### src/hdl/ecd_pkg.sv
// Shared constants and table builders for the epoch-to-calendar-date unit.
// Depends on nothing; imported by epoch_to_calendar_date_unit.
`default_nettype none

package ecd_pkg;

  localparam int unsigned FIRST_YEAR = 1970;
  localparam int unsigned NUM_YEARS  = 137;  // 1970 through 2106

  localparam int unsigned EPOCH_W = 32;
  localparam int unsigned DAYS_W  = 16;
  localparam int unsigned SOD_W   = 17;
  localparam int unsigned SOH_W   = 12;
  localparam int unsigned YIDX_W  = 8;
  localparam int unsigned DOY_W   = 9;

  localparam int unsigned YEAR_W   = 12;
  localparam int unsigned MONTH_W  = 4;
  localparam int unsigned DAY_W    = 5;
  localparam int unsigned HOUR_W   = 5;
  localparam int unsigned MINUTE_W = 6;
  localparam int unsigned SECOND_W = 6;

  localparam int unsigned SECS_PER_DAY  = 86400;
  localparam int unsigned SECS_PER_HOUR = 3600;
  localparam int unsigned SECS_PER_MIN  = 60;

  // 86400 = 2^7 * 675; the low seven bits are dropped before the reciprocal.
  // The floored reciprocal gives a quotient that is exact or one low.
  localparam int unsigned DAY_PRE_SHIFT = 7;
  localparam int unsigned DAY_ODD       = SECS_PER_DAY >> DAY_PRE_SHIFT;
  localparam int unsigned DAY_K         = 35;
  localparam int unsigned DAY_RECIP_W   = 26;
  localparam logic [DAY_RECIP_W-1:0] DAY_RECIP =
    DAY_RECIP_W'((64'd1 << DAY_K) / DAY_ODD);

  // Rounded-up reciprocals; exact over the value ranges that reach them.
  localparam int unsigned YEAR_K       = 24;
  localparam int unsigned YEAR_RECIP_W = 16;
  localparam logic [YEAR_RECIP_W-1:0] YEAR_RECIP =
    YEAR_RECIP_W'(((64'd1 << YEAR_K) + 64'd364) / 64'd365);

  localparam int unsigned HOUR_K       = 28;
  localparam int unsigned HOUR_RECIP_W = 17;
  localparam logic [HOUR_RECIP_W-1:0] HOUR_RECIP =
    HOUR_RECIP_W'(((64'd1 << HOUR_K) + SECS_PER_HOUR - 1) / SECS_PER_HOUR);

  localparam int unsigned MIN_K       = 18;
  localparam int unsigned MIN_RECIP_W = 13;
  localparam logic [MIN_RECIP_W-1:0] MIN_RECIP =
    MIN_RECIP_W'(((64'd1 << MIN_K) + SECS_PER_MIN - 1) / SECS_PER_MIN);

  typedef logic [DAYS_W-1:0] year_start_t [0:NUM_YEARS-1];
  typedef logic [DOY_W-1:0]  month_base_t [0:11];

  localparam month_base_t MONTH_BASE = '{
    9'd0, 9'd31, 9'd59, 9'd90, 9'd120, 9'd151,
    9'd181, 9'd212, 9'd243, 9'd273, 9'd304, 9'd334
  };

  // Full Gregorian rule, used only while building tables.
  function automatic logic is_leap(int unsigned y);
    return ((y % 4 == 0) && (y % 100 != 0)) || (y % 400 == 0);
  endfunction

  function automatic year_start_t build_year_start();
    year_start_t tbl;
    int unsigned acc;
    acc = 0;
    for (int unsigned i = 0; i < NUM_YEARS; i++) begin
      tbl[i] = acc[DAYS_W-1:0];
      acc    = acc + (is_leap(FIRST_YEAR + i) ? 366 : 365);
    end
    return tbl;
  endfunction

  // Day number (from zero) at which each year starts.
  localparam year_start_t YEAR_START = build_year_start();

  localparam logic [YEAR_W-1:0] YEAR_BASE    = YEAR_W'(FIRST_YEAR);
  localparam logic [YEAR_W-1:0] CENTURY_SKIP = YEAR_W'(2100);

  // Within 1970..2106 the only year divisible by 4 that is not a leap
  // year is 2100 (2000 is divisible by 400).
  function automatic logic leap_of_index(logic [YIDX_W-1:0] idx);
    logic [YEAR_W-1:0] y;
    y = YEAR_BASE + YEAR_W'(idx);
    return (y[1:0] == 2'b00) && (y != CENTURY_SKIP);
  endfunction

  function automatic logic [DOY_W-1:0] month_start(logic [MONTH_W-1:0] m,
                                                   logic leap);
    logic [DOY_W-1:0] base;
    base = (m < MONTH_W'(12)) ? MONTH_BASE[m] : '0;
    if (leap && (m >= MONTH_W'(2))) begin
      base = base + DOY_W'(1);
    end
    return base;
  endfunction

endpackage

`default_nettype wire

### src/hdl/epoch_to_calendar_date_unit.sv
// Top level: Unix epoch seconds to Gregorian date and time of day.
// Depends on ecd_pkg for constants, reciprocals and the year-start table.
//
//   Channel   Handshake             Word
//   -------   -------------------   ----------------------------------------
//   input     in_valid / in_ready   epoch_seconds
//   output    out_valid / out_ready year, month, day_of_month, hour, minute,
//                                   second
//
// The unit is an eight-stage pipeline and takes one word every cycle unless a stall
// at the output holds it. The depth is set by the chain of constant-reciprocal
// multiplies (day split, year estimate, hour, minute), each followed by a register
// and a correction stage; the year and hour multiplies share theirs.
// Reset (rst, synchronous) clears only the stage valid bits.
// Each stage holds when it is full and the stage after it cannot take its
// word, so a stall at the output fills bubbles first and loses nothing.
`default_nettype none

module epoch_to_calendar_date_unit
  import ecd_pkg::*;
(
  input  wire logic                clk,
  input  wire logic                rst,
  input  wire logic                in_valid,
  output logic                     in_ready,
  input  wire logic [EPOCH_W-1:0]  epoch_seconds,
  output logic                     out_valid,
  input  wire logic                out_ready,
  output logic [YEAR_W-1:0]        year,
  output logic [MONTH_W-1:0]       month,
  output logic [DAY_W-1:0]         day_of_month,
  output logic [HOUR_W-1:0]        hour,
  output logic [MINUTE_W-1:0]      minute,
  output logic [SECOND_W-1:0]      second
);

  localparam int unsigned NUM_STAGES = 8;

  // Stage valid bits and per-stage load enables.
  logic [NUM_STAGES:1] v;
  logic [NUM_STAGES:1] en;

  // A stage may load when it is empty or when its word moves on this cycle.
  always_comb begin
    en[NUM_STAGES] = !v[NUM_STAGES] || out_ready;
    for (int k = NUM_STAGES - 1; k >= 1; k--) begin
      en[k] = !v[k] || en[k+1];
    end
  end

  assign in_ready  = en[1];
  assign out_valid = v[NUM_STAGES];

  always_ff @(posedge clk) begin
    if (rst) begin
      v <= '0;
    end else begin
      if (en[1]) begin
        v[1] <= in_valid;
      end
      for (int k = 2; k <= NUM_STAGES; k++) begin
        if (en[k]) begin
          v[k] <= v[k-1];
        end
      end
    end
  end

  // Stage 1: capture the timestamp.
  logic [EPOCH_W-1:0] s1_secs;

  // Stage 2: day quotient estimate, exact or one low.
  logic [EPOCH_W-1:0] s2_secs;
  logic [DAYS_W-1:0]  s2_qest;

  // Stage 3: back-multiplied estimate.
  logic [EPOCH_W-1:0] s3_secs;
  logic [DAYS_W-1:0]  s3_qest;
  logic [EPOCH_W-1:0] s3_qprod;

  // Stage 4: corrected whole days and seconds of the day.
  logic [DAYS_W-1:0]  s4_days;
  logic [SOD_W-1:0]   s4_sod;

  // Stage 5: year index estimate and hour.
  logic [DAYS_W-1:0]  s5_days;
  logic [YIDX_W-1:0]  s5_yest;
  logic [SOD_W-1:0]   s5_sod;
  logic [HOUR_W-1:0]  s5_hour;

  // Stage 6: final year, day of year, seconds of the hour.
  logic [YIDX_W-1:0]  s6_yidx;
  logic               s6_leap;
  logic [DOY_W-1:0]   s6_doy;
  logic [HOUR_W-1:0]  s6_hour;
  logic [SOH_W-1:0]   s6_soh;

  // Stage 7: month found, minute computed.
  logic [YIDX_W-1:0]  s7_yidx;
  logic [DOY_W-1:0]   s7_doy;
  logic [DOY_W-1:0]   s7_mstart;
  logic [MONTH_W-1:0] s7_mon;
  logic [HOUR_W-1:0]  s7_hour;
  logic [SOH_W-1:0]   s7_soh;
  logic [MINUTE_W-1:0] s7_minute;

  // Combinational values between stages.
  logic [DAY_RECIP_W+EPOCH_W-DAY_PRE_SHIFT-1:0] day_prod;
  logic [EPOCH_W:0]                             qprod_full;
  logic [EPOCH_W-1:0]                           day_diff;
  logic [SOD_W:0]                               rem_raw;
  logic                                         rem_over;
  logic [DAYS_W+YEAR_RECIP_W-1:0]               year_prod;
  logic [SOD_W+HOUR_RECIP_W-1:0]                hour_prod;
  logic [YIDX_W-1:0]                            yidx_hi;
  logic [YIDX_W-1:0]                            yidx_lo;
  logic [DAYS_W-1:0]                            ystart_hi;
  logic [DAYS_W-1:0]                            ystart_lo;
  logic                                         year_low;
  logic [YIDX_W-1:0]                            yidx_sel;
  logic [DAYS_W-1:0]                            ystart_sel;
  logic [DAYS_W-1:0]                            doy_full;
  logic [SOD_W-1:0]                             hour_secs;
  logic [SOD_W-1:0]                             soh_full;
  logic [MONTH_W-1:0]                           mon_sel;
  logic [SOH_W+MIN_RECIP_W-1:0]                 min_prod;
  logic [SOH_W-1:0]                             min_secs;
  logic [SOH_W-1:0]                             sec_full;
  logic [DOY_W-1:0]                             dom_full;

  always_comb begin
    // Days: drop the power-of-two factor, then multiply by 2^35 / 675.
    day_prod = s1_secs[EPOCH_W-1:DAY_PRE_SHIFT] * DAY_RECIP;

    qprod_full = s2_qest * SOD_W'(SECS_PER_DAY);

    // The remainder is below twice a day, so one compare settles it.
    day_diff = s3_secs - s3_qprod;
    rem_raw  = day_diff[SOD_W:0];
    rem_over = rem_raw >= (SOD_W+1)'(SECS_PER_DAY);

    year_prod = s4_days * YEAR_RECIP;
    hour_prod = s4_sod * HOUR_RECIP;

    // The true year index is the estimate floor(days/365) or one below it.
    yidx_hi    = (s5_yest > YIDX_W'(NUM_YEARS - 1)) ? YIDX_W'(NUM_YEARS - 1)
                                                     : s5_yest;
    yidx_lo    = (yidx_hi == '0) ? '0 : yidx_hi - YIDX_W'(1);
    ystart_hi  = YEAR_START[yidx_hi];
    ystart_lo  = YEAR_START[yidx_lo];
    year_low   = s5_days < ystart_hi;
    yidx_sel   = year_low ? yidx_lo : yidx_hi;
    ystart_sel = year_low ? ystart_lo : ystart_hi;
    doy_full   = s5_days - ystart_sel;
    hour_secs  = SOD_W'(s5_hour * SOD_W'(SECS_PER_HOUR));
    soh_full   = s5_sod - hour_secs;

    // Month: last month whose start is not past the day of year.
    mon_sel = '0;
    for (int m = 1; m < 12; m++) begin
      if (s6_doy >= month_start(MONTH_W'(m), s6_leap)) begin
        mon_sel = MONTH_W'(m);
      end
    end
    min_prod = s6_soh * MIN_RECIP;

    min_secs = SOH_W'(s7_minute * SOH_W'(SECS_PER_MIN));
    sec_full = s7_soh - min_secs;
    dom_full = s7_doy - s7_mstart + DOY_W'(1);
  end

  always_ff @(posedge clk) begin
    if (en[1]) begin
      s1_secs <= epoch_seconds;
    end
    if (en[2]) begin
      s2_secs <= s1_secs;
      s2_qest <= day_prod[DAY_K +: DAYS_W];
    end
    if (en[3]) begin
      s3_secs  <= s2_secs;
      s3_qest  <= s2_qest;
      s3_qprod <= qprod_full[EPOCH_W-1:0];
    end
    if (en[4]) begin
      if (rem_over) begin
        s4_days <= s3_qest + DAYS_W'(1);
        s4_sod  <= SOD_W'(rem_raw - (SOD_W+1)'(SECS_PER_DAY));
      end else begin
        s4_days <= s3_qest;
        s4_sod  <= rem_raw[SOD_W-1:0];
      end
    end
    if (en[5]) begin
      s5_days <= s4_days;
      s5_yest <= year_prod[YEAR_K +: YIDX_W];
      s5_sod  <= s4_sod;
      s5_hour <= hour_prod[HOUR_K +: HOUR_W];
    end
    if (en[6]) begin
      s6_yidx <= yidx_sel;
      s6_leap <= leap_of_index(yidx_sel);
      s6_doy  <= doy_full[DOY_W-1:0];
      s6_hour <= s5_hour;
      s6_soh  <= soh_full[SOH_W-1:0];
    end
    if (en[7]) begin
      s7_yidx   <= s6_yidx;
      s7_doy    <= s6_doy;
      s7_mstart <= month_start(mon_sel, s6_leap);
      s7_mon    <= mon_sel;
      s7_hour   <= s6_hour;
      s7_soh    <= s6_soh;
      s7_minute <= min_prod[MIN_K +: MINUTE_W];
    end
    if (en[8]) begin
      year         <= YEAR_BASE + YEAR_W'(s7_yidx);
      month        <= s7_mon + MONTH_W'(1);
      day_of_month <= dom_full[DAY_W-1:0];
      hour         <= s7_hour;
      minute       <= s7_minute;
      second       <= sec_full[SECOND_W-1:0];
    end
  end

endmodule

`default_nettype wire
### config.mk
export PLATFORM = sky130hd
export DESIGN_NAME = epoch_to_calendar_date_unit
export DESIGN_NICKNAME = d
export VERILOG_FILES = /design/src/hdl/ecd_pkg.sv /design/src/hdl/epoch_to_calendar_date_unit.sv
export SDC_FILE = /design/constraint.sdc
export NUM_CORES = 2
export LEC_CHECK = 0
export BUFFER_PORTS_ARGS = -buffer_cell sky130_fd_sc_hd__buf_4
export CELL_PAD_IN_SITES_DETAIL_PLACEMENT = 1
export CELL_PAD_IN_SITES_GLOBAL_PLACEMENT = 1
export CORE_MARGIN = 1
export CORE_UTILIZATION = 50
export CTS_CLUSTER_DIAMETER = 40
export DETAILED_ROUTE_END_ITERATION = 7
export PLACE_DENSITY = 0.91
export SYNTH_ARGS = -nofsm -noshare
export SYNTH_HDL_FRONTEND = slang
export SYNTH_SLANG_ARGS = --single-unit
### constraint.sdc
create_clock -name clk -period 9 [get_ports clk]
set_input_delay 1.8 -clock clk [delete_from_list [all_inputs] [get_ports clk]]
set_output_delay 1.8 -clock clk [all_outputs]
set_load 0.01 [all_outputs]
-- Word level (Yosys, flattened, before mapping)
Memories as Yosys holds them, arrays and structs flattened.
Cells that the tools add are included.
- add/sub/neg operators: 13
- $mul: 7
- order comparisons: 19
- eq/ne operators: 1
- muxes and demuxes: 35
- bitwise operators: 3
- reduce and logical (&&, ||, !) cells: 20
- operators by type and width (kind ; count):
    $mul A25 B24 Y49 const B ; 1
    $mux W16 ; 3
    $mux W4 ; 11
    $ge A9 B8 Y1 ; 4
    $mul A16 B16 Y32 const B ; 1
    $mul A17 B16 Y32 const B ; 1
    $ge A9 B9 Y1 ; 3
    $mux W9 ; 3
    $add A11 B8 Y12 const A ; 2
    $mux W8 ; 3
    $mul A12 B12 Y23 const B ; 1
    $mux W5 ; 4
    $ge A18 B17 Y1 const B ; 1
    $ge A9 B7 Y1 ; 2
    $ge A9 B9 Y1 const B ; 2
    $not A8 Y9 ; 2
    $sub A18 B18 Y18 ; 1
    $mux W17 ; 1
    $sub A17 B17 Y17 const B ; 1
    $add A16 B1 Y16 const B ; 1
    $lt A16 B16 Y1 ; 1
    $mul A16 B10 Y11 const B ; 1
    $ne A12 B12 Y1 const B ; 1
    $sub A12 B12 Y12 ; 1
    23 further kinds ; 46
- register bits after elaboration: 305
- ROM bits: 8336
- input port bits: 36
- output and inout port bits: 40
- logic and storage cells: 139
- memories: 3
- memory list (name ; words ; bits a word ; read ports ; clocked after Yosys merged registers in ; write ports ; line ; text):
    (name not given) ; 256 ; 16 ; 1 ; 0 ; 0 ; epoch_to_calendar_date_unit.sv:150 ; ystart_lo = YEAR_START[yidx_lo];
    (name not given) ; 256 ; 16 ; 1 ; 0 ; 0 ; epoch_to_calendar_date_unit.sv:149 ; ystart_hi = YEAR_START[yidx_hi];
    (name not given) ; 16 ; 9 ; 1 ; 0 ; 0 ; ecd_pkg.sv:94 ; base = (m < MONTH_W'(12)) ? MONTH_BASE[m] : '0;

-- Logic depth before layout (Yosys ltp)
- word-level depth: 19
- depth in mapped cells: 39
- depth with buffers taken out: 33

-- Least setup slack after synthesis
Ideal clock, no wire load.
- path kind: reg-to-reg
- from: register s5_yest[6]
- to: register s6_doy[8], data pin
- setup time: 0.274 ns
- arrival: 6.696 ns
- required time: 8.726 ns
- path slack: 2.030 ns
- stages on the path, launching flop included: 37
- path buffers: 7
- clock period less this slack: 6.970 ns
- path through: edfxtp_1 -> buf_2 -> o41ai_4 -> nand2_1 -> clkbuf_1 -> ha_1 -> clkbuf_1 -> buf_1 -> clkbuf_1 -> a221o_1 -> o21ai_0 -> o311ai_0 -> o21ai_0 -> o221ai_1 -> o2bb2ai_1 -> ha_1 -> a21o_1 -> a21o_1 -> a21oi_1 -> o21ai_0 -> a21o_1 -> buf_2 -> buf_1 -> nand2_1 -> o31ai_1 -> ha_1 -> fa_1 -> nor2b_1 -> o21ai_0 -> nand2b_1 -> a21o_1 -> a21oi_1 -> o21ai_0 -> xor2_1 -> xor2_1 -> nor3_1 -> a221oi_2
- word-level cells in the longest chain between the ends: 10
- elaborated cells between the ends (all ways): 16
- those cells by class: add/sub (2); order compare (2); mux (7); bitwise (2); reduce/logical (1); memory (2)
- ends and longest elaborated chain (item ; line ; text):
    start, declared ; epoch_to_calendar_date_unit.sv:87 ; logic [YIDX_W-1:0] s5_yest;
    start signal, assigned ; epoch_to_calendar_date_unit.sv:196 ; s5_yest <= year_prod[YEAR_K +: YIDX_W];
    $gt A8 B8 Y1 ; epoch_to_calendar_date_unit.sv:146 ; yidx_hi = (s5_yest > YIDX_W'(NUM_YEARS - 1)) ? YIDX_W'(NUM_YEARS - 1)
    $mux W8 (*) ; epoch_to_calendar_date_unit.sv:146 ;
    $sub A8 B1 Y8 or $logic_not A8 Y1 (tied branches) ; epoch_to_calendar_date_unit.sv:148 ; yidx_lo = (yidx_hi == '0) ? '0 : yidx_hi - YIDX_W'(1);
    $mux W8 ; epoch_to_calendar_date_unit.sv:148 ;
    $not A8 Y9 (not written as such) ; epoch_to_calendar_date_unit.sv:150 ;
    $mem_v2 Z256 W16 ; -- ;
    $mux W9 (not written as such) (2 in a row) ; epoch_to_calendar_date_unit.sv:150 ;
    $mux W9 (*) ; epoch_to_calendar_date_unit.sv:153 ; ystart_sel = year_low ? ystart_lo : ystart_hi;
    $sub A9 B9 Y9 (*) ; epoch_to_calendar_date_unit.sv:154 ; doy_full = s5_days - ystart_sel;
    named net doy_full[8] ; epoch_to_calendar_date_unit.sv:122 ; logic [DAYS_W-1:0] doy_full;
    end signal, assigned ; epoch_to_calendar_date_unit.sv:203 ; s6_doy <= doy_full[DOY_W-1:0];
    end, declared ; epoch_to_calendar_date_unit.sv:94 ; logic [DOY_W-1:0] s6_doy;
Mark *: on every way through the listed nets, which the timed path passes. The rest lies on a longest branch. The select of a mux whose other input is x is not followed.
A chain may end at the register's enable or synchronous reset.

-- Final worst setup path
- from: register s5_yest[4]
- to: register s6_doy[8], data pin
Same word-level chain as after synthesis.

==> results.cfg <==
[die]
die_y_um = 266
dieWidth_um = 266
floorplan.die_area_um2 = 70600
core_area_um2 = 68700
std_cell_rows = 96
start_util_pct = 50.6
io_pins = 76

[global_route]
overflow = 0
grt_max_degree = 52
global_route_wire_length_before_repair_um = 176000
met1_usage_pct = 33.9
gr-max-usage-layer = met2
grt_pass1_vias = 30677
grt_antenna_before_repair = 2
grt_util_all_layers_pct = 32.6
grt_util_met2_pct = 59.4
groute.layer.met3.usage_pct = 5.98

[clocking]
cts_made_buffers = 50
clock-sinks = 304
clk_pin_slew_worst_setup_hold_paths_ns = 0.06
ctsHoldBuffers = 0
cts_tree = yes
clock_tree.root_cell = clkbuf_16
ctsHtreeMaxLevel = 2
number_of_gates_resized_after_cts = 0
ctsLongestPathBuffers = 3
postCtsSetupBuffers = 0
clk_latency_ns = 0.63

[timing]
actual_slew_at_the_worst_max_slew_pin_ns = 1.31
finClkSkew_ns = 0.0554
setup_violations = 0
fmax_ghz = 0.121
final_count_of_hold_timing_violations = 0
min_period_ns = 8.28
timing.max_slew.rel_slack_pct = 12.5
layout_worst_path_cycle_share_pct = 92.0
timing.final.max_slew_violations = 0
setup_total_negative_slack_ns = 0
grt_setup_unrepaired = false

[yosys]
sequential_cell_area_fraction_in_the_yosys_report_pct = 26.0
synth_edf_count = 296
ys_ff_latch = 304
syn-instance-count = 3220
synth.top_cells.by_area = ha_1, edfxtp_1, fa_1, inv_1, xnor2_1
synth_flop_cell = edfxtp_1
synthArstFlopShare_pct = 0
synth.net_count = 4334
yosysUniqueCellTypes = 97
syn-cell-area_um2 = 34800
ys_warn_count = 0
syn-mean-instance-area_um2 = 10.8
yosys.area.top_type_share_pct = 27.3
yosys.area.top_type = ha_1

[worst_setup_path]
timing.critical_path.fanout_max = 51
crit_path_start_kind = register
required_ns = 9.36
worstPathArrival_ns = 8.65
crit-reg2reg-capture = s6_doy[8]
rrSetupSlack_ns = 0.72
critical_path.max_stage_delay_ns = 0.84
regToRegStartpoint = s5_yest[4]
critical_path.slowest_cell = a2111oi_0
worstSetupEndpointType = register
worst-setup-path-type = register to register
ff2ff_path_depth = 30

[drt]
detail_route.iter0.violations = 2278
wl_per_cell_um = 26.7
count_of_unresolved_drc_violations_after_routing = 0
totalWireLength_um = 114000
final_antenna_net_count = 0
routed_via_density = 6.27
detailroute.via_count = 26682
drt_first_pass_iters = 5

[outcome]
run_status = finished, final reports clean

[min_path]
hold_class = register to register
whs_path_depth = 0
hold_start = s3_secs[3]
hold-path-endpoint = s4_sod[3]

[cells_and_area]
share_of_post_route_cells_with_drive_strength_above_1_pct = 7.01
num-nets-final = 4399
synthToLayoutAreaGrowth_pct = 9.80
antenna_cells_inserted = 0

[place]
gp_routability_congestion = 0.940
dp_hpwl_um = 82200
port_buffers = 75

[run]
timing.max_cap.violations = 0
## sequential cells by signal, indices dropped and copies added, names as in the netlist, 12 cells and up
signal / flops
s5_sod: 12
s6_soh: 12
s1_secs: 32
year: 12
s5_days: 16
s2_qest: 16
s3_secs: 18
s4_sod: 17
s2_secs: 18
s4_days: 16
s3_qest: 16
## worst max-delay path, delay by kind of cell, from the launching register on
kind,cells,cell delay [ns]
xor gates and xnor gates,2,0.52
adders and majority gates,4,1.19
AOI/OAI and AO/OA,16,4.08
DFF,1,0.40
and+or+nand+nor,5,1.03
buffers and inverters,3,0.80
## how the worst max path moves through the flow
stage                 to  slack, ns       start  cells past startpoint
2_1_floorplan  s6_doy[8]       2.03  s5_yest[6]                     36
3_3_place_gp   s6_doy[8]       1.80  s5_yest[4]                     32
3_5_place_dp   s6_doy[8]       1.29  s5_yest[5]                     30
4_1_cts        s6_doy[8]       1.04  s5_yest[4]                     30
5_1_grt        s6_doy[8]       0.43  s5_yest[4]                     32
6_report       s6_doy[8]       0.72  s5_yest[4]                     30
## cell usage in the layout (no fill, tap or decap), drive strengths merged, types with 54 or more instances in the layout
| master | count |
|---|---|
| o21ai | 121 |
| nor2 | 146 |
| buf | 104 |
| fa | 319 |
| clkbuf | 54 |
| a21o | 54 |
| inv | 564 |
| a21oi | 139 |
| nand2 | 141 |
| ha | 759 |
| edfxtp | 296 |
| xnor2 | 86 |
## cell type report
class	instances	area [um2]
Clock inverter	39	566
Multi-Input combinational cell	2269	23300
Inverter	556	2090
Timing Repair Buffer	104	781
Fill cell	7332	30500
Tap cell	931	1160
Clock buffer	54	1280
Sequential cell	304	9050
## metrics by stage
step	setup WS [ns]	cell area (um2)	util (%)	hold WS, ns	cells
2_1_floorplan	2.03	34800	-	0.400	3220
3_3_place_gp	1.80	36300	52.9	0.400	4164
3_5_place_dp	1.29	36300	52.9	0.406	4164
4_1_cts	1.04	38200	55.6	0.377	4257
5_1_grt	0.427	38200	55.6	0.390	4257
6_report	0.718	38200	55.6	0.385	4257
## cells in the mapped netlist (26+ instances only)
cell type and n:
nand3_1 37, o21ai_0 119, nor2_1 145, a211oi_1 31
ha_1 759, clkbuf_1 57, buf_2 26, fa_1 319
edfxtp_1 296, xnor2_1 86, a31oi_1 26, a21o_1 54
inv_1 551, nor3_1 44, xor2_1 45, a21oi_1 136
nand2_1 140
## routing by layer
metal	wire length (um)	part of all wire, %
met1	39400	35
met2	58200	51
met3	7230	6.4
met4	8670	7.6
met5	18	0.016
## kinds of logic (layout without fill, tap and decap cells)
logic type | count (synthesis) | in the layout | synth area share (%)
muxes | 9 | 9 | 0.302
adders and majority gates | 1078 | 1078 | 45.7
xor gates and xnor gates | 131 | 131 | 3.30
AOI/OAI and AO/OA | 559 | 559 | 10.9
and+or+nand+nor | 492 | 492 | 6.73
DFF | 304 | 304 | 26.0
buffers and inverters | 647 | 753 | 7.11
Power is not shown: default switching activity piles up to over one toggle a cycle in this logic, so the estimate is an artifact.
